--- src/rtl/plf_pkg.sv ---
// Shared types, constants and helpers for the print line formatter.
`timescale 1ns / 1ps

package plf_pkg;

    // Printer control characters
    localparam logic [7:0] CH_BS    = 8'h08;
    localparam logic [7:0] CH_TAB   = 8'h09;
    localparam logic [7:0] CH_LF    = 8'h0A;
    localparam logic [7:0] CH_FF    = 8'h0C;
    localparam logic [7:0] CH_CR    = 8'h0D;
    localparam logic [7:0] CH_SPACE = 8'h20;
    localparam logic [7:0] CH_TILDE = 8'h7E;

    // Line column counts per orientation and pitch
    localparam logic [7:0] COLS_PORT_10 = 8'd83;
    localparam logic [7:0] COLS_PORT_12 = 8'd100;
    localparam logic [7:0] COLS_PORT_15 = 8'd117;
    localparam logic [7:0] COLS_LAND_10 = 8'd113;
    localparam logic [7:0] COLS_LAND_12 = 8'd132;
    localparam logic [7:0] COLS_LAND_15 = 8'd154;
    localparam logic [7:0] MAX_COLS     = COLS_LAND_15;

    localparam int DEF_MAX_TAB_WIDTH = 16;
    localparam logic [4:0] TAB_WIDTH_RESET = 5'd4;

    // Configuration port
    localparam int CFG_IDX_W  = 3;
    localparam int CFG_DATA_W = 9;
    localparam logic [CFG_IDX_W-1:0] REG_FONT_PITCH   = 3'd0;
    localparam logic [CFG_IDX_W-1:0] REG_LANDSCAPE    = 3'd1;
    localparam logic [CFG_IDX_W-1:0] REG_LEFT_MARGIN  = 3'd2;
    localparam logic [CFG_IDX_W-1:0] REG_RIGHT_MARGIN = 3'd3;
    localparam logic [CFG_IDX_W-1:0] REG_TAB_WIDTH    = 3'd4;
    localparam logic [CFG_IDX_W-1:0] REG_WRAP_ENABLE  = 3'd5;

    // Byte classes produced by the front end
    typedef enum logic [2:0] {
        OP_PRINT,
        OP_TAB,
        OP_BS,
        OP_LF,
        OP_CR,
        OP_FF,
        OP_IGNORE,
        OP_END
    } t_op;

    // Queue entry between front and back
    typedef struct packed {
        t_op        op;
        logic [7:0] glyph;
    } t_item;

    // Result record kinds
    typedef enum logic [1:0] {
        KIND_WRITE  = 2'd0,
        KIND_COMMIT = 2'd1,
        KIND_PAGE   = 2'd2,
        KIND_END    = 2'd3
    } t_kind;

    // Back end sequencer states
    typedef enum logic [2:0] {
        S_IDLE,
        S_MOD,
        S_TAB,
        S_CHECK,
        S_PAGE,
        S_END
    } t_state;

    // Configuration register set
    typedef struct packed {
        logic [1:0] font_pitch;
        logic       landscape;
        logic [8:0] left_margin;
        logic [8:0] right_margin;
        logic [4:0] tab_width;
        logic       wrap_enable;
    } t_cfg;

    // Raw column count; pitch code 3 behaves as 15 cpi
    function automatic logic [7:0] line_cols(input logic landscape, input logic [1:0] pitch);
        logic [7:0] cols;
        case (pitch)
            2'd0:    cols = landscape ? COLS_LAND_10 : COLS_PORT_10;
            2'd1:    cols = landscape ? COLS_LAND_12 : COLS_PORT_12;
            default: cols = landscape ? COLS_LAND_15 : COLS_PORT_15;
        endcase
        return cols;
    endfunction

endpackage

--- src/rtl/plf_front.sv ---
// Front end: accepts text bytes and classifies them for the queue.
`timescale 1ns / 1ps

module plf_front
    import plf_pkg::*;
(
    input  logic       i_in_valid,
    output logic       o_in_ready,
    input  logic [7:0] i_text_byte,
    input  logic       i_end_of_text,
    output logic       o_push,
    output t_item      o_item,
    input  logic       i_q_ready
);

    t_op op;

    // Byte classification
    always_comb begin
        if (i_end_of_text) begin
            op = OP_END;
        end else begin
            unique case (i_text_byte)
                CH_BS:   op = OP_BS;
                CH_TAB:  op = OP_TAB;
                CH_LF:   op = OP_LF;
                CH_FF:   op = OP_FF;
                CH_CR:   op = OP_CR;
                default: begin
                    if (i_text_byte >= CH_SPACE && i_text_byte <= CH_TILDE) begin
                        op = OP_PRINT;
                    end else begin
                        op = OP_IGNORE;
                    end
                end
            endcase
        end
    end

    assign o_in_ready   = i_q_ready;
    assign o_push       = i_in_valid & i_q_ready;
    assign o_item.op    = op;
    assign o_item.glyph = i_text_byte;

endmodule

--- src/rtl/plf_fifo.sv ---
// Two-entry request queue between front and back end.
`timescale 1ns / 1ps

module plf_fifo
    import plf_pkg::*;
(
    input  logic  i_clk,
    input  logic  i_rst_n,
    input  logic  i_push,
    input  t_item i_item,
    output logic  o_ready,
    input  logic  i_pop,
    output logic  o_valid,
    output t_item o_item
);

    t_item      r_mem [2];
    logic       r_wr_ptr;
    logic       r_rd_ptr;
    logic [1:0] r_count;

    // Entry storage
    always_ff @(posedge i_clk) begin
        if (i_push) begin
            r_mem[r_wr_ptr] <= i_item;
        end
    end

    // Pointers and fill count
    always_ff @(posedge i_clk) begin
        if (!i_rst_n) begin
            r_wr_ptr <= 1'b0;
            r_rd_ptr <= 1'b0;
            r_count  <= 2'd0;
        end else begin
            if (i_push) begin
                r_wr_ptr <= ~r_wr_ptr;
            end
            if (i_pop) begin
                r_rd_ptr <= ~r_rd_ptr;
            end
            case ({i_push, i_pop})
                2'b10:   r_count <= r_count + 2'd1;
                2'b01:   r_count <= r_count - 2'd1;
                default: r_count <= r_count;
            endcase
        end
    end

    assign o_ready = (r_count != 2'd2);
    assign o_valid = (r_count != 2'd0);
    assign o_item  = r_mem[r_rd_ptr];

endmodule

--- src/rtl/plf_back.sv ---
// Back end: line state, tab expansion, overflow handling and result register.
`timescale 1ns / 1ps

module plf_back
    import plf_pkg::*;
#(
    parameter int MAX_TAB_WIDTH = DEF_MAX_TAB_WIDTH
) (
    input  logic       i_clk,
    input  logic       i_rst_n,
    input  t_cfg       i_cfg,
    input  logic       i_q_valid,
    input  t_item      i_q_item,
    output logic       o_q_pop,
    output logic       o_out_valid,
    input  logic       i_out_ready,
    output logic [1:0] o_record_kind,
    output logic [7:0] o_position,
    output logic [7:0] o_glyph,
    output logic       o_last_of_run
);

    localparam int TW = $clog2(MAX_TAB_WIDTH + 1);

    t_state        r_state, n_state;
    logic [7:0]    r_col, n_col;
    logic          r_open, n_open;
    logic          r_aff, n_aff;
    logic          r_disc, n_disc;
    logic [TW-1:0] r_rem, n_rem;
    logic [2:0]    r_bit, n_bit;

    logic          r_out_valid;
    t_kind         r_kind;
    logic [7:0]    r_pos;
    logic [7:0]    r_glyph;
    logic          r_last;

    logic          n_emit;
    t_kind         n_kind;
    logic [7:0]    n_pos;
    logic [7:0]    n_glyph;
    logic          n_last;

    logic          out_free;
    logic [10:0]   width_diff;
    logic [7:0]    width;
    logic [TW-1:0] ts;
    logic [TW:0]   rem_shift;
    logic [TW-1:0] rem_next;
    logic [7:0]    col_inc;
    logic [7:0]    col_bs;
    logic [TW-1:0] phase_inc;

    // Usable line width, clamped to one column
    assign width_diff = 11'(line_cols(i_cfg.landscape, i_cfg.font_pitch))
                      - 11'(i_cfg.left_margin) - 11'(i_cfg.right_margin);
    assign width = (width_diff[10] || width_diff == 11'd0) ? 8'd1 : width_diff[7:0];

    // Tab stop spacing, saturated
    always_comb begin
        if (i_cfg.tab_width == 5'd0) begin
            ts = TW'(1);
        end else if (int'(i_cfg.tab_width) > MAX_TAB_WIDTH) begin
            ts = TW'(MAX_TAB_WIDTH);
        end else begin
            ts = TW'(i_cfg.tab_width);
        end
    end

    // One restoring step of column modulo tab spacing
    assign rem_shift = {r_rem, r_col[r_bit]};
    assign rem_next  = (rem_shift >= {1'b0, ts}) ? TW'(rem_shift - {1'b0, ts})
                                                 : TW'(rem_shift);

    assign out_free  = !r_out_valid || i_out_ready;
    assign col_inc   = r_col + 8'd1;
    assign col_bs    = (r_col != 8'd0) ? r_col - 8'd1 : r_col;
    assign phase_inc = r_rem + TW'(1);

    // Sequencer: next state and result selection
    always_comb begin
        n_state = r_state;
        n_col   = r_col;
        n_open  = r_open;
        n_aff   = r_aff;
        n_disc  = r_disc;
        n_rem   = r_rem;
        n_bit   = r_bit;
        n_emit  = 1'b0;
        n_kind  = KIND_WRITE;
        n_pos   = 8'd0;
        n_glyph = 8'd0;
        n_last  = 1'b0;
        o_q_pop = 1'b0;

        unique case (r_state)
            S_IDLE: begin
                if (i_q_valid && out_free) begin
                    o_q_pop = 1'b1;
                    if (i_q_item.op == OP_END) begin
                        if (r_open && !r_disc && !r_aff) begin
                            n_emit  = 1'b1;
                            n_kind  = KIND_COMMIT;
                            n_pos   = r_col;
                            n_state = S_END;
                        end else begin
                            n_emit = 1'b1;
                            n_kind = KIND_END;
                            n_last = 1'b1;
                        end
                        n_col  = 8'd0;
                        n_open = 1'b0;
                        n_aff  = 1'b0;
                        n_disc = 1'b0;
                    end else if (r_disc) begin
                        // skipping to end of line
                        if (i_q_item.op == OP_LF) begin
                            n_disc = 1'b0;
                            n_open = 1'b0;
                            n_col  = 8'd0;
                        end
                    end else if (r_aff && i_q_item.op == OP_LF) begin
                        // newline right after a page break writes no line
                        n_aff  = 1'b0;
                        n_open = 1'b0;
                        n_col  = 8'd0;
                    end else if (r_aff && i_q_item.op == OP_CR) begin
                        n_aff  = 1'b0;
                        n_disc = 1'b1;
                        n_col  = 8'd0;
                    end else begin
                        n_aff  = 1'b0;
                        n_open = 1'b1;
                        case (i_q_item.op)
                            OP_LF: begin
                                n_emit = 1'b1;
                                n_kind = KIND_COMMIT;
                                n_pos  = r_col;
                                n_last = 1'b1;
                                n_col  = 8'd0;
                                n_open = 1'b0;
                            end
                            OP_CR: begin
                                n_emit = 1'b1;
                                n_kind = KIND_COMMIT;
                                n_pos  = r_col;
                                n_last = 1'b1;
                                n_col  = 8'd0;
                                n_disc = 1'b1;
                            end
                            OP_BS: begin
                                if (col_bs >= width) begin
                                    n_emit = 1'b1;
                                    n_kind = KIND_COMMIT;
                                    n_pos  = col_bs;
                                    n_last = 1'b1;
                                    n_col  = 8'd0;
                                    n_disc = !i_cfg.wrap_enable;
                                end else begin
                                    n_col = col_bs;
                                end
                            end
                            OP_TAB: begin
                                n_rem   = '0;
                                n_bit   = 3'd7;
                                n_state = S_MOD;
                            end
                            OP_PRINT: begin
                                n_emit  = 1'b1;
                                n_kind  = KIND_WRITE;
                                n_pos   = r_col;
                                n_glyph = i_q_item.glyph;
                                n_last  = (col_inc < width);
                                n_col   = col_inc;
                                if (col_inc >= width) begin
                                    n_state = S_CHECK;
                                end
                            end
                            default: begin
                                // page break, unless a second form feed in a row
                                if (i_q_item.op == OP_FF && !r_aff) begin
                                    n_emit = 1'b1;
                                    n_col  = 8'd0;
                                    n_aff  = 1'b1;
                                    if (r_col != 8'd0) begin
                                        n_kind  = KIND_COMMIT;
                                        n_pos   = r_col;
                                        n_state = S_PAGE;
                                    end else begin
                                        n_kind = KIND_PAGE;
                                        n_last = 1'b1;
                                    end
                                end else if (r_col >= width) begin
                                    n_emit = 1'b1;
                                    n_kind = KIND_COMMIT;
                                    n_pos  = r_col;
                                    n_last = 1'b1;
                                    n_col  = 8'd0;
                                    n_disc = !i_cfg.wrap_enable;
                                end
                            end
                        endcase
                    end
                end
            end
            S_MOD: begin
                n_rem = rem_next;
                n_bit = r_bit - 3'd1;
                if (r_bit == 3'd0) begin
                    n_state = S_TAB;
                end
            end
            S_TAB: begin
                if (out_free) begin
                    n_emit = 1'b1;
                    if (r_col >= width) begin
                        // overflow inside the tab ends it
                        n_kind  = KIND_COMMIT;
                        n_pos   = r_col;
                        n_last  = 1'b1;
                        n_col   = 8'd0;
                        n_disc  = !i_cfg.wrap_enable;
                        n_state = S_IDLE;
                    end else begin
                        n_kind  = KIND_WRITE;
                        n_pos   = r_col;
                        n_glyph = CH_SPACE;
                        n_col   = col_inc;
                        n_rem   = phase_inc;
                        if (phase_inc == ts) begin
                            if (col_inc >= width) begin
                                n_state = S_CHECK;
                            end else begin
                                n_last  = 1'b1;
                                n_state = S_IDLE;
                            end
                        end
                    end
                end
            end
            S_CHECK: begin
                if (out_free) begin
                    n_emit  = 1'b1;
                    n_kind  = KIND_COMMIT;
                    n_pos   = r_col;
                    n_last  = 1'b1;
                    n_col   = 8'd0;
                    n_disc  = !i_cfg.wrap_enable;
                    n_state = S_IDLE;
                end
            end
            S_PAGE: begin
                if (out_free) begin
                    n_emit  = 1'b1;
                    n_kind  = KIND_PAGE;
                    n_last  = 1'b1;
                    n_state = S_IDLE;
                end
            end
            S_END: begin
                if (out_free) begin
                    n_emit  = 1'b1;
                    n_kind  = KIND_END;
                    n_last  = 1'b1;
                    n_state = S_IDLE;
                end
            end
            default: begin
                n_state = S_IDLE;
            end
        endcase
    end

    // State register and line state
    always_ff @(posedge i_clk) begin
        if (!i_rst_n) begin
            r_state <= S_IDLE;
            r_col   <= 8'd0;
            r_open  <= 1'b0;
            r_aff   <= 1'b0;
            r_disc  <= 1'b0;
        end else begin
            r_state <= n_state;
            r_col   <= n_col;
            r_open  <= n_open;
            r_aff   <= n_aff;
            r_disc  <= n_disc;
        end
    end

    // Tab remainder working registers
    always_ff @(posedge i_clk) begin
        r_rem <= n_rem;
        r_bit <= n_bit;
    end

    // Result register
    always_ff @(posedge i_clk) begin
        if (!i_rst_n) begin
            r_out_valid <= 1'b0;
        end else if (out_free) begin
            r_out_valid <= n_emit;
        end
    end

    always_ff @(posedge i_clk) begin
        if (out_free && n_emit) begin
            r_kind  <= n_kind;
            r_pos   <= n_pos;
            r_glyph <= n_glyph;
            r_last  <= n_last;
        end
    end

    assign o_out_valid   = r_out_valid;
    assign o_record_kind = r_kind;
    assign o_position    = r_pos;
    assign o_glyph       = r_glyph;
    assign o_last_of_run = r_last;

`ifndef SYNTHESIS
    a_col_range: assert property (@(posedge i_clk) disable iff (!i_rst_n)
        r_col <= MAX_COLS)
        else $error("column beyond widest line");
    a_flags_excl: assert property (@(posedge i_clk) disable iff (!i_rst_n)
        !(r_disc && r_aff))
        else $error("discard and page-start flags both set");
    a_tab_phase: assert property (@(posedge i_clk) disable iff (!i_rst_n)
        (r_state == S_TAB) |-> (r_rem < ts))
        else $error("tab phase out of range");
    a_last_idle: assert property (@(posedge i_clk) disable iff (!i_rst_n)
        (out_free && n_emit && n_last) |=> (r_state == S_IDLE))
        else $error("final result issued while request still running");
`endif

endmodule

--- src/rtl/print_line_formatter.sv ---
// Top level of the print line formatter: config registers, front, queue, back.
`timescale 1ns / 1ps

// Text bytes enter through a classifying front end and a two-entry queue; a
// back-end sequencer holds the line state and issues at most one result per
// cycle into an output register. A byte yields one result, none or two (a
// form feed or end marker that commits a line, or a printable byte that fills
// the line). A tab is dispatched, then the column modulo the tab spacing is
// found by restoring steps (one remainder bit per cycle), then spaces are
// written one at a time up to the next tab stop, with a trailing line commit
// if the line fills. The back-end sequencer and
// its single result register set the rate; a stalled output holds it.
// Configuration writes take effect at once and should be made while idle.

module print_line_formatter
    import plf_pkg::*;
#(
    parameter int MAX_TAB_WIDTH = DEF_MAX_TAB_WIDTH
) (
    input  logic                  i_clk,
    input  logic                  i_rst_n,
    input  logic                  i_in_valid,
    output logic                  o_in_ready,
    input  logic [7:0]            i_text_byte,
    input  logic                  i_end_of_text,
    output logic                  o_out_valid,
    input  logic                  i_out_ready,
    output logic [1:0]            o_record_kind,
    output logic [7:0]            o_position,
    output logic [7:0]            o_glyph,
    output logic                  o_last_of_run,
    input  logic                  i_cfg_we,
    input  logic [CFG_IDX_W-1:0]  i_cfg_index,
    input  logic [CFG_DATA_W-1:0] i_cfg_data
);

    t_cfg  r_cfg;
    logic  push;
    t_item front_item;
    logic  q_ready;
    logic  q_valid;
    t_item q_item;
    logic  q_pop;

    // Configuration registers
    always_ff @(posedge i_clk) begin
        if (!i_rst_n) begin
            r_cfg.font_pitch   <= 2'd0;
            r_cfg.landscape    <= 1'b0;
            r_cfg.left_margin  <= 9'd0;
            r_cfg.right_margin <= 9'd0;
            r_cfg.tab_width    <= TAB_WIDTH_RESET;
            r_cfg.wrap_enable  <= 1'b0;
        end else if (i_cfg_we) begin
            unique case (i_cfg_index)
                REG_FONT_PITCH:   r_cfg.font_pitch   <= i_cfg_data[1:0];
                REG_LANDSCAPE:    r_cfg.landscape    <= i_cfg_data[0];
                REG_LEFT_MARGIN:  r_cfg.left_margin  <= i_cfg_data[8:0];
                REG_RIGHT_MARGIN: r_cfg.right_margin <= i_cfg_data[8:0];
                REG_TAB_WIDTH:    r_cfg.tab_width    <= i_cfg_data[4:0];
                REG_WRAP_ENABLE:  r_cfg.wrap_enable  <= i_cfg_data[0];
                default:          r_cfg              <= r_cfg;
            endcase
        end
    end

    plf_front u_front (
        .i_in_valid    (i_in_valid),
        .o_in_ready    (o_in_ready),
        .i_text_byte   (i_text_byte),
        .i_end_of_text (i_end_of_text),
        .o_push        (push),
        .o_item        (front_item),
        .i_q_ready     (q_ready)
    );

    plf_fifo u_fifo (
        .i_clk   (i_clk),
        .i_rst_n (i_rst_n),
        .i_push  (push),
        .i_item  (front_item),
        .o_ready (q_ready),
        .i_pop   (q_pop),
        .o_valid (q_valid),
        .o_item  (q_item)
    );

    plf_back #(
        .MAX_TAB_WIDTH (MAX_TAB_WIDTH)
    ) u_back (
        .i_clk         (i_clk),
        .i_rst_n       (i_rst_n),
        .i_cfg         (r_cfg),
        .i_q_valid     (q_valid),
        .i_q_item      (q_item),
        .o_q_pop       (q_pop),
        .o_out_valid   (o_out_valid),
        .i_out_ready   (i_out_ready),
        .o_record_kind (o_record_kind),
        .o_position    (o_position),
        .o_glyph       (o_glyph),
        .o_last_of_run (o_last_of_run)
    );

endmodule
--- config.mk ---
export PLATFORM = sky130hd
export DESIGN_NAME = print_line_formatter
export DESIGN_NICKNAME = d
export VERILOG_FILES = /design/src/rtl/plf_pkg.sv /design/src/rtl/plf_front.sv /design/src/rtl/plf_fifo.sv /design/src/rtl/plf_back.sv /design/src/rtl/print_line_formatter.sv
export SDC_FILE = /design/constraint.sdc
export NUM_CORES = 1
export LEC_CHECK = 0
export ABC_CLOCK_PERIOD_IN_PS = 14190
export CAP_MARGIN = 0
export CELL_PAD_IN_SITES_DETAIL_PLACEMENT = 0
export CELL_PAD_IN_SITES_GLOBAL_PLACEMENT = 1
export CORE_MARGIN = 2
export CORE_UTILIZATION = 55
export CTS_BUF_LIST = sky130_fd_sc_hd__clkbuf_4
export DETAILED_ROUTE_END_ITERATION = 12
export DONT_BUFFER_PORTS = 1
export PLACE_DENSITY = 0.93
export SLEW_MARGIN = 20
export SYNTH_ARGS = -nofsm -noshare
export SYNTH_HDL_FRONTEND = slang
export SYNTH_SLANG_ARGS = --single-unit
--- constraint.sdc ---
create_clock -name i_clk -period 14.19 [get_ports i_clk]
set_input_delay 1.419 -clock i_clk [delete_from_list [all_inputs] [get_ports i_clk]]
set_output_delay 1.419 -clock i_clk [all_outputs]
set_load 0.01 [all_outputs]
==> impl_metrics.toml, run 1 <==
[status]
outcome = "completed"

[setup_path]
critPathMaxFanout = 19
criticalPathCategory = "reg2reg"
required_ns = 14.26
start_kind = "flop"
reg2reg_from = "r_cfg[26]$_SDFFE_PN0P_"
crit_start = "r_cfg[26]$_SDFFE_PN0P_"
arrival_ns = 7.26
cp-end-kind = "flop"

[final_layout]
final_area_mm2 = 0.00708
final_cell_mix = "nand2_1 (92), nor2_1 (72), a21oi_1 (53)"
syn_to_final_growth_pct = 4.01
layout_commonest_cell = "nand2_1"
nets = 846
drive_above_1_share_pct = 5.58
antenna_cells = 0

[logic_synthesis]
synth_edf_count = 49
synth_area_mm2 = 0.00681
synth_cells = 777
syn-num-nets = 858
synth_seq_cells = 96
async_reset_ff_share_pct = 0
ys_seq_area_share_pct = 35.4
ys_warn_count = 0
ys_types = 77
synth_area_per_cell_um2 = 8.76
synthFlopType = "edfxtp_1"

[sta]
min_period_over_period_pct = 50.7
slew_headroom_pct = 32.0
worst_pin_slew_ns = 1.02
finalClockSkew_ns = 0.0309
fin_crit_ns = 7.19
report.final.slew_viol_count = 0
finalSetupViolations = 0
setup_tns_ns = 0
rsz0062_at_grt = "no"
final_hold_viol_count = 0
fmax_mhz = 139

[global_route]
grt_max_degree = 38
grt_antenna_before_repair = 1
grt_pass1_wl_um = 27400
grt_pass1_vias = 5592
track_usage_pct = 26.2
overflow = 0

[floorplanning]
ioPinCount = 47
die_area_mm2 = 0.0133
initial_utilization_pct = 56.5
die_w_um = 115
fp-row-count = 40
core_area_mm2 = 0.0121
die_h_um = 115

[pwr]
ir_drop_uv = 90.8
total_leakage_power_uw = 0.00263
internal-power_uw = 746
pwr-share-seq_pct = 33.2
power_density_mw_per_mm2 = 206
power_frac_clock_pct = 11.3
pwr-share-comb_pct = 55.6
p_sw_share_pct = 48.8
power.switching_uw = 710

[drt]
post_drt_wl_per_cell_um = 18.1
viasPerCell = 6.22
drt_iter0_drc = 628
route.detailed.drc = 0
drtAntennaViolNets = 0
vias = 5838
totalWireLength_um = 17000
drtPass1Iterations = 6

[place]
hpwl_um = 12800
portBuffers = 0
gp_congestion = 0.926
dpl_cell_area_mm2 = 0.00692

[clock_tree]
cts_tree = "yes"
clk_pin_slew_ns = 0.17
h-tree-depth = 3
post_cts_resized = 0
cts-hold-fix-buffers = 0
numCtsBuffers = 9
clkLatencyLatePin_ns = 0.50
cts_setup_buffers = 0
cts_max_path_buffers = 2
cts_sinks = 96
root_buffer = "clkbuf_4"

[hold_path]
hp-class = "reg2reg"
hold_start = "r_cfg[8]$_SDFFE_PN0P_"

[flow_run]
max_cap_violations = 0
==> critical path, stage by stage (launching register included) <==
cell,delay [ns]
dfxtp_1,0.37
and2_1,0.19
or2_2,0.30
inv_1,0.09
fa_1,0.22
nor2b_1,0.06
o21ai_0,0.14
nand2b_1,0.10
a21o_1,0.18
a21o_1,0.19
a221oi_1,0.28
xor2_1,0.12
ha_1,0.39
o211ai_1,0.14
nor2_1,0.11
a2bb2oi_1,0.12
a21oi_1,0.57
o311ai_0,0.41
ha_1,0.40
nand2b_1,0.14
a2111oi_0,0.36
o21ai_0,0.34
a211oi_1,0.60
a311oi_1,0.16
o221ai_1,0.27
nand2_1,0.51
==> synthesized netlist by cell type (8+ instances only) <==
| master | count | area [um2] |
|---|---|---|
| nand3_1 | 21 | 105 |
| nand2b_1 | 14 | 87.6 |
| a211oi_1 | 9 | 67.6 |
| o211ai_1 | 14 | 105 |
| dfxtp_1 | 47 | 941 |
| mux2i_1 | 22 | 220 |
| nor3_1 | 17 | 85.1 |
| o22ai_1 | 8 | 50.1 |
| nand2_1 | 92 | 345 |
| xor2_1 | 17 | 149 |
| clkbuf_1 | 17 | 63.8 |
| and2_1 | 9 | 56.3 |
| nor2_1 | 72 | 270 |
| xnor2_1 | 19 | 166 |
| inv_1 | 41 | 154 |
| nor2b_1 | 8 | 50.1 |
| a21o_1 | 16 | 120 |
| a21oi_1 | 53 | 265 |
| o21ai_0 | 39 | 195 |
| ha_1 | 52 | 651 |
| edfxtp_1 | 49 | 1470 |
==> layout make-up <==
cell class / instances / area, um2
clock buffer: 9 / 67.6
tap: 168 / 210
inverter: 44 / 166
sequential: 96 / 2410
timing repair buffer: 3 / 22.5
fill: 1096 / 4980
clock inverter: 7 / 85.1
multi-input combinational: 611 / 4120
==> cells by family after synthesis <==
group           Yosys count  synth area share, %
compound gates          218                 21.9
mux                      26                 4.23
xor+xnor                 36                 4.63
fa+ha+maj                55                 10.4
buf+inv                  70                 4.10
simple gates            276                 19.3
flops                    96                 35.4
==> metal layers <==
metal | vias up | global-route usage (%) | share of wire, % | routed length [um]
met1 | 2785 | 34.6 | 45 | 7630
met2 | 205 | 43.9 | 47 | 8050
met4 | 2 | 8.43 | 1.7 | 288
met5 | - | 0 | 0.077 | 13
met3 | 29 | 4.43 | 5.9 | 1010
li1 | 2817 | - | - | -
==> flip-flops by register name, indices dropped and copies added (netlist names), named ones only <==
signal	count
u_fifo.r_count	2
r_cfg	27
u_back.o_record_kind	2
u_fifo.r_rd_ptr	1
u_fifo.r_wr_ptr	1
u_back.o_position	8
u_back.r_state	3
u_back.r_aff	1
u_back.r_open	1
u_back.o_last_of_run	1
u_back.r_col	8
u_back.r_disc	1
u_back.r_bit	3
u_fifo.r_mem	22
u_back.o_glyph	8
u_back.o_out_valid	1
u_back.r_rem	5
==> power by group through the flow <==
stage / logic (uW) / clock network (uW) / registers (uW)
finish: 809 / 164 / 483
global route: 888 / 177 / 493
floorplan: 638 / 0 / 439
global placement: 759 / 0 / 485
CTS: 790 / 167 / 481
detailed placement: 783 / 0 / 488
==> worst paths after layout <==
path | endpoint | slack [ns] | cells past startpoint
hold / removal | r_cfg[8]$_SDFFE_PN0P_ | 0.47 | 2
setup reg to reg | u_back.o_glyph[0]$_DFFE_PP_ | 7.00 | 25
hold reg to reg | r_cfg[8]$_SDFFE_PN0P_ | 0.47 | 2
setup / recovery | u_back.o_glyph[0]$_DFFE_PP_ | 7.00 | 25
==> per-stage QoR <==
step / utilization (%) / hold WS, ns / worst slack, ns / total power (uW) / instances
2_1_floorplan: - / 0.436 / 8.04 / 1080 / 777
3_3_place_gp: 57.4 / 0.445 / 7.50 / 1240 / 921
3_5_place_dp: 57.4 / 0.449 / 7.11 / 1270 / 921
4_1_cts: 58.7 / 0.469 / 7.08 / 1440 / 937
5_1_grt: 58.7 / 0.500 / 6.33 / 1560 / 938
6_report: 58.7 / 0.468 / 7.00 / 1460 / 938
Power figures use the tool's default switching activity.
==> run 2: changes to the inputs <==
Settings changed: ABC_CLOCK_PERIOD_IN_PS 14190 to 6630, CORE_UTILIZATION 55 to 51, PLACE_DENSITY 0.93 to 0.88.
Clock period 14.19 ns to 6.63 ns, I/O delays scaled along.
==> impl_metrics.toml, run 2 (synthesized netlist as in run 1, its figures left out) <==
[place]
gp_congestion = 0.908
portBuffers = 0
hpwl_um = 13000

[floorplanning]
die_h_um = 120
initial_utilization_pct = 51.8
die_w_um = 120
core_area_mm2 = 0.0131
ioPinCount = 47
die_area_mm2 = 0.0143
fp-row-count = 42

[final_layout]
top_register = "r_cfg"
largest_reg_flops = 27
syn_to_final_growth_pct = 4.74
nets = 851
top_regs = "r_cfg: 27 flops, u_fifo.r_mem: 22 flops"
final_cell_mix = "nand2_1 (92), nor2_1 (72), a21oi_1 (53)"
layout_commonest_cell = "nand2_1"
nFillCells = 1237
drive_above_1_share_pct = 6.32
finish.utilization_pct = 54.3

[drt]
drt_iter0_drc = 600
viasPerCell = 6.09
drtPass1Iterations = 5
totalWireLength_um = 16800
post_drt_wl_per_cell_um = 17.7
vias = 5801
route.detailed.drc = 0
drtAntennaViolNets = 0

[setup_path]
cpLargestDelayFamily = "compound AO/OA/AOI/OAI gates"
critPathMaxFanout = 19
arrival_ns = 6.29
worstRegToRegCells = 26
criticalPathCategory = "reg2reg"
crit_path_top_delay_cell = "a21oi_2"
required_ns = 6.83
crit_top_cell = "a21oi_1"
cp-end-kind = "flop"
critical_path_buf_inv_count = 3
cp.depth = 26
cp_slowest_stage_delay_ns = 0.42
start_kind = "flop"

[clock_tree]
post_cts_resized = 0
cts_setup_buffers = 0
cts_tree = "yes"
root_buffer = "clkbuf_4"
h-tree-depth = 3
cts-hold-fix-buffers = 0
cts_max_path_buffers = 2
clk_pin_slew_ns = 0.17
clkLatencyLatePin_ns = 0.51
cts_sinks = 96
numCtsBuffers = 9

[sta]
min_period_over_period_pct = 92.0
finalSetupViolations = 0
worst_pin_slew_ns = 1.01
fin_crit_ns = 6.10
setup_tns_ns = 0
timing.hold.ws_ns = 0.248
fmax_mhz = 164
slew_headroom_pct = 30.7
finalClockSkew_ns = 0.0350
rsz0062_at_grt = "no"
report.final.slew_viol_count = 0
final_hold_viol_count = 0

[flow_run]
max_cap_violations = 0

[hold_path]
hp-class = "in2reg"
hold_depth = 0

[pwr]
power_density_mw_per_mm2 = 439
ir_drop_uv = 176
total_leakage_power_uw = 0.00266

[global_route]
grt_pass1_vias = 5693
grt_antenna_before_repair = 1
grt_pass1_wl_um = 28100
track_usage_pct = 24.5
overflow = 0
grt_max_degree = 38

[status]
outcome = "completed"
[run 2: changes by cell type in the layout (fill, tap and decap cells not counted), sizes merged]
| cell | change |
|---|---|
| diode | +1 |
| bufinv | -1 |
| clkinv | +1 |
| inv | +1 |
| clkinvlp | -1 |
| buf | +5 |
[run 2: worst reg2reg max path, cell delays in order (launching register included)]
cell and delay, ns:
dfxtp_1 0.37, and2_1 0.20, or2_2 0.29, ha_1 0.26, nor2b_1 0.14, o31a_1 0.28, o21ai_0 0.17, nand2b_1 0.10
a21o_1 0.19, a21oi_1 0.16, xnor2_1 0.14, ha_1 0.32, a21o_1 0.19, a21oi_1 0.14, a2bb2oi_1 0.40, a21oi_1 0.12
buf_4 0.22, nand2_1 0.14, ha_1 0.19, a21oi_1 0.07, o21ai_0 0.41, a2111oi_0 0.12, buf_4 0.17, a21oi_2 0.42
o221ai_1 0.22, nand2_1 0.10, buf_4 0.26
[run 2: path summary, 6_finish.rpt]
kind,end,start,slack (ns)
worst max-delay path,u_back.o_position[1]$_DFFE_PP_,r_cfg[26]$_SDFFE_PN0P_,0.53
worst min-delay path,u_fifo.r_mem[0][0]$_DFFE_PP_,i_text_byte[0],0.25
worst max register to register,u_back.o_position[1]$_DFFE_PP_,r_cfg[26]$_SDFFE_PN0P_,0.53
worst min register to register,r_cfg[19]$_SDFFE_PN0P_,r_cfg[19]$_SDFFE_PN0P_,0.47
[run 2: report_power, final]
| group | internal [uW] | switching [uW] |
|---|---|---|
| clock | 93.1 | 236 |
| sequential | 817 | 211 |
| combinational | 675 | 1100 |
[run 2: cell type report]
| type | instances | area, um2 | share of cell area (%) |
|---|---|---|---|
| antenna | 1 | 2.50 | 0.0351 |
| clock buffer | 9 | 67.6 | 0.947 |
| clock inverter | 7 | 80.1 | 1.12 |
| inverter | 44 | 166 | 2.33 |
| multi-input combinational | 611 | 4120 | 57.8 |
| sequential | 96 | 2410 | 33.8 |
| tap | 176 | 220 | 3.09 |
| timing repair buffer | 8 | 60.1 | 0.842 |
[run 2: per-layer routing]
metal  global-route usage, %  share of wire, %  vias to the layer above
met4                    11.0               3.1                        0
met2                    39.6                47                      136
met1                    32.5                47                     2793
li1                        -                 -                     2835
met3                    3.85               3.7                       37
met5                       0                 0                        -
[run 2: metrics by stage]
step                instance area [um2]  std cells  worst slack [ns]  total power [uW]
finish                             7130        952             0.533              3130
global placement                   6980        935             0.563              2720
global route                       7130        952            0.0543              3380
floorplan                          6810        777             0.484              2300
detailed placement                 6980        935             0.437              2770
CTS                                7130        951             0.372              3110
==> run 3: changes to the inputs <==
Settings changed: ABC_CLOCK_PERIOD_IN_PS 6630 to 6750.
Clock period 6.63 ns to 6.75 ns, I/O delays scaled along.
==> impl_metrics.toml, run 3 (synthesized netlist as in run 1, its figures left out) <==
[sta]
final_hold_viol_count = 0
fin_crit_ns = 6.17
timing.hold.ws_ns = 0.247
setup_tns_ns = 0
finalSetupViolations = 0
slew_headroom_pct = 29.0
fmax_mhz = 162
finalClockSkew_ns = 0.0230
report.final.slew_viol_count = 0
worst_pin_slew_ns = 1.03
rsz0062_at_grt = "no"
min_period_over_period_pct = 91.4

[clock_tree]
cts_setup_buffers = 0
cts_tree = "yes"
clk_pin_slew_ns = 0.18
root_buffer = "clkbuf_4"
post_cts_resized = 0
cts_max_path_buffers = 2
clkLatencyLatePin_ns = 0.50
cts_sinks = 96
h-tree-depth = 3
cts-hold-fix-buffers = 0
numCtsBuffers = 9

[drt]
totalWireLength_um = 16800
drt_iter0_drc = 620
route.detailed.drc = 0
viasPerCell = 6.04
post_drt_wl_per_cell_um = 17.6
drtAntennaViolNets = 0
vias = 5741
drtPass1Iterations = 5

[pwr]
ir_drop_uv = 220
total_leakage_power_uw = 0.00265
power_density_mw_per_mm2 = 428
power_uw = 3050

[flow_run]
max_cap_violations = 0

[status]
outcome = "completed"

[place]
hpwl_um = 12900
portBuffers = 0
gp_congestion = 0.937

[floorplanning]
ioPinCount = 47
core_area_mm2 = 0.0131
die_area_mm2 = 0.0143
initial_utilization_pct = 51.8
fp-row-count = 42
die_w_um = 120
die_h_um = 120

[final_layout]
finish.utilization_pct = 54.2
nFillCells = 1244
syn_to_final_growth_pct = 4.52
top_regs = "r_cfg: 27 flops, u_fifo.r_mem: 22 flops"
top_register = "r_cfg"
layout_commonest_cell = "nand2_1"
nets = 849
drive_above_1_share_pct = 6.08
final_cell_mix = "nand2_1 (92), nor2_1 (72), a21oi_1 (53)"
largest_reg_flops = 27

[hold_path]
hp-class = "in2reg"

[global_route]
overflow = 0
track_usage_pct = 23.9
grt_antenna_before_repair = 1
grt_pass1_vias = 5542
grt_pass1_wl_um = 27200
grt_max_degree = 38

[setup_path]
critPathMaxFanout = 19
arrival_ns = 6.43
required_ns = 7.01
cp_slowest_stage_delay_ns = 0.48
criticalPathCategory = "reg2reg"
cp-end-kind = "flop"
crit_path_top_delay_cell = "a2bb2oi_1"
start_kind = "flop"
## run 3: cell types whose count changed in the layout (fill, tap and decap cells not counted)
cell,delta
a211oi_2,-1
clkinv_4,+2
inv_8,-2
a211oi_1,+1
inv_6,+1
a2111oi_0,-1
o311ai_1,-1
a2111oi_1,+1
clkinvlp_4,-1
o311ai_2,+1
buf_4,-2
## run 3: per-stage QoR
| step | std cells | instance area, um2 | worst slack, ns |
|---|---|---|---|
| after floorplan | 777 | 6810 | 0.604 |
| after global placement | 933 | 6960 | 0.502 |
| after detailed placement | 933 | 6960 | 0.374 |
| after CTS | 949 | 7110 | 0.281 |
| after global routing | 950 | 7120 | 0.0283 |
| final | 950 | 7120 | 0.582 |
## run 3: report_power, final
part / switching [uW] / internal (uW) / leakage, uW
combinational: 1060 / 657 / 0.00173
sequential: 208 / 802 / 0.000836
clock: 229 / 89.1 / 0.0000792
total: 1500 / 1550 / 0.00265
## run 3: area by class of cell
class / count / area, um2 / area share, %
multi-input cells: 611 / 4130 / 58.0
flip-flops and latches: 96 / 2410 / 33.9
well taps: 176 / 220 / 3.09
inverters: 44 / 166 / 2.34
clock inverters: 7 / 76.3 / 1.07
clock buffers: 9 / 67.6 / 0.949
repair buffers: 6 / 45.0 / 0.633
diodes: 1 / 2.50 / 0.0352
## run 3: worst paths after layout
check                                    to  slack [ns]  cells past startpoint                    from
max          u_back.o_position[3]$_DFFE_PP_        0.58                     25  r_cfg[26]$_SDFFE_PN0P_
min                   r_cfg[3]$_SDFFE_PN1P_        0.25                      1                 i_rst_n
max reg2reg  u_back.o_position[3]$_DFFE_PP_        0.58                     25  r_cfg[26]$_SDFFE_PN0P_
min reg2reg           r_cfg[8]$_SDFFE_PN0P_        0.47                      2   r_cfg[8]$_SDFFE_PN0P_
## run 3: metal layers
layer	vias up	wire length (um)	global-route usage, %
met5	-	0	0
met4	0	580	10.9
met3	41	817	3.90
met2	181	7750	38.3
met1	2695	7620	31.8
li1	2824	-	-
## run 3: worst max-delay path, delay by kind of cell (launching register included)
family	cells	cell delay (ns)
compound gates	14	3.36
simple gates	6	0.95
fa+ha+maj	3	0.89
flops	1	0.38
buf+inv	1	0.21
xor+xnor	1	0.14
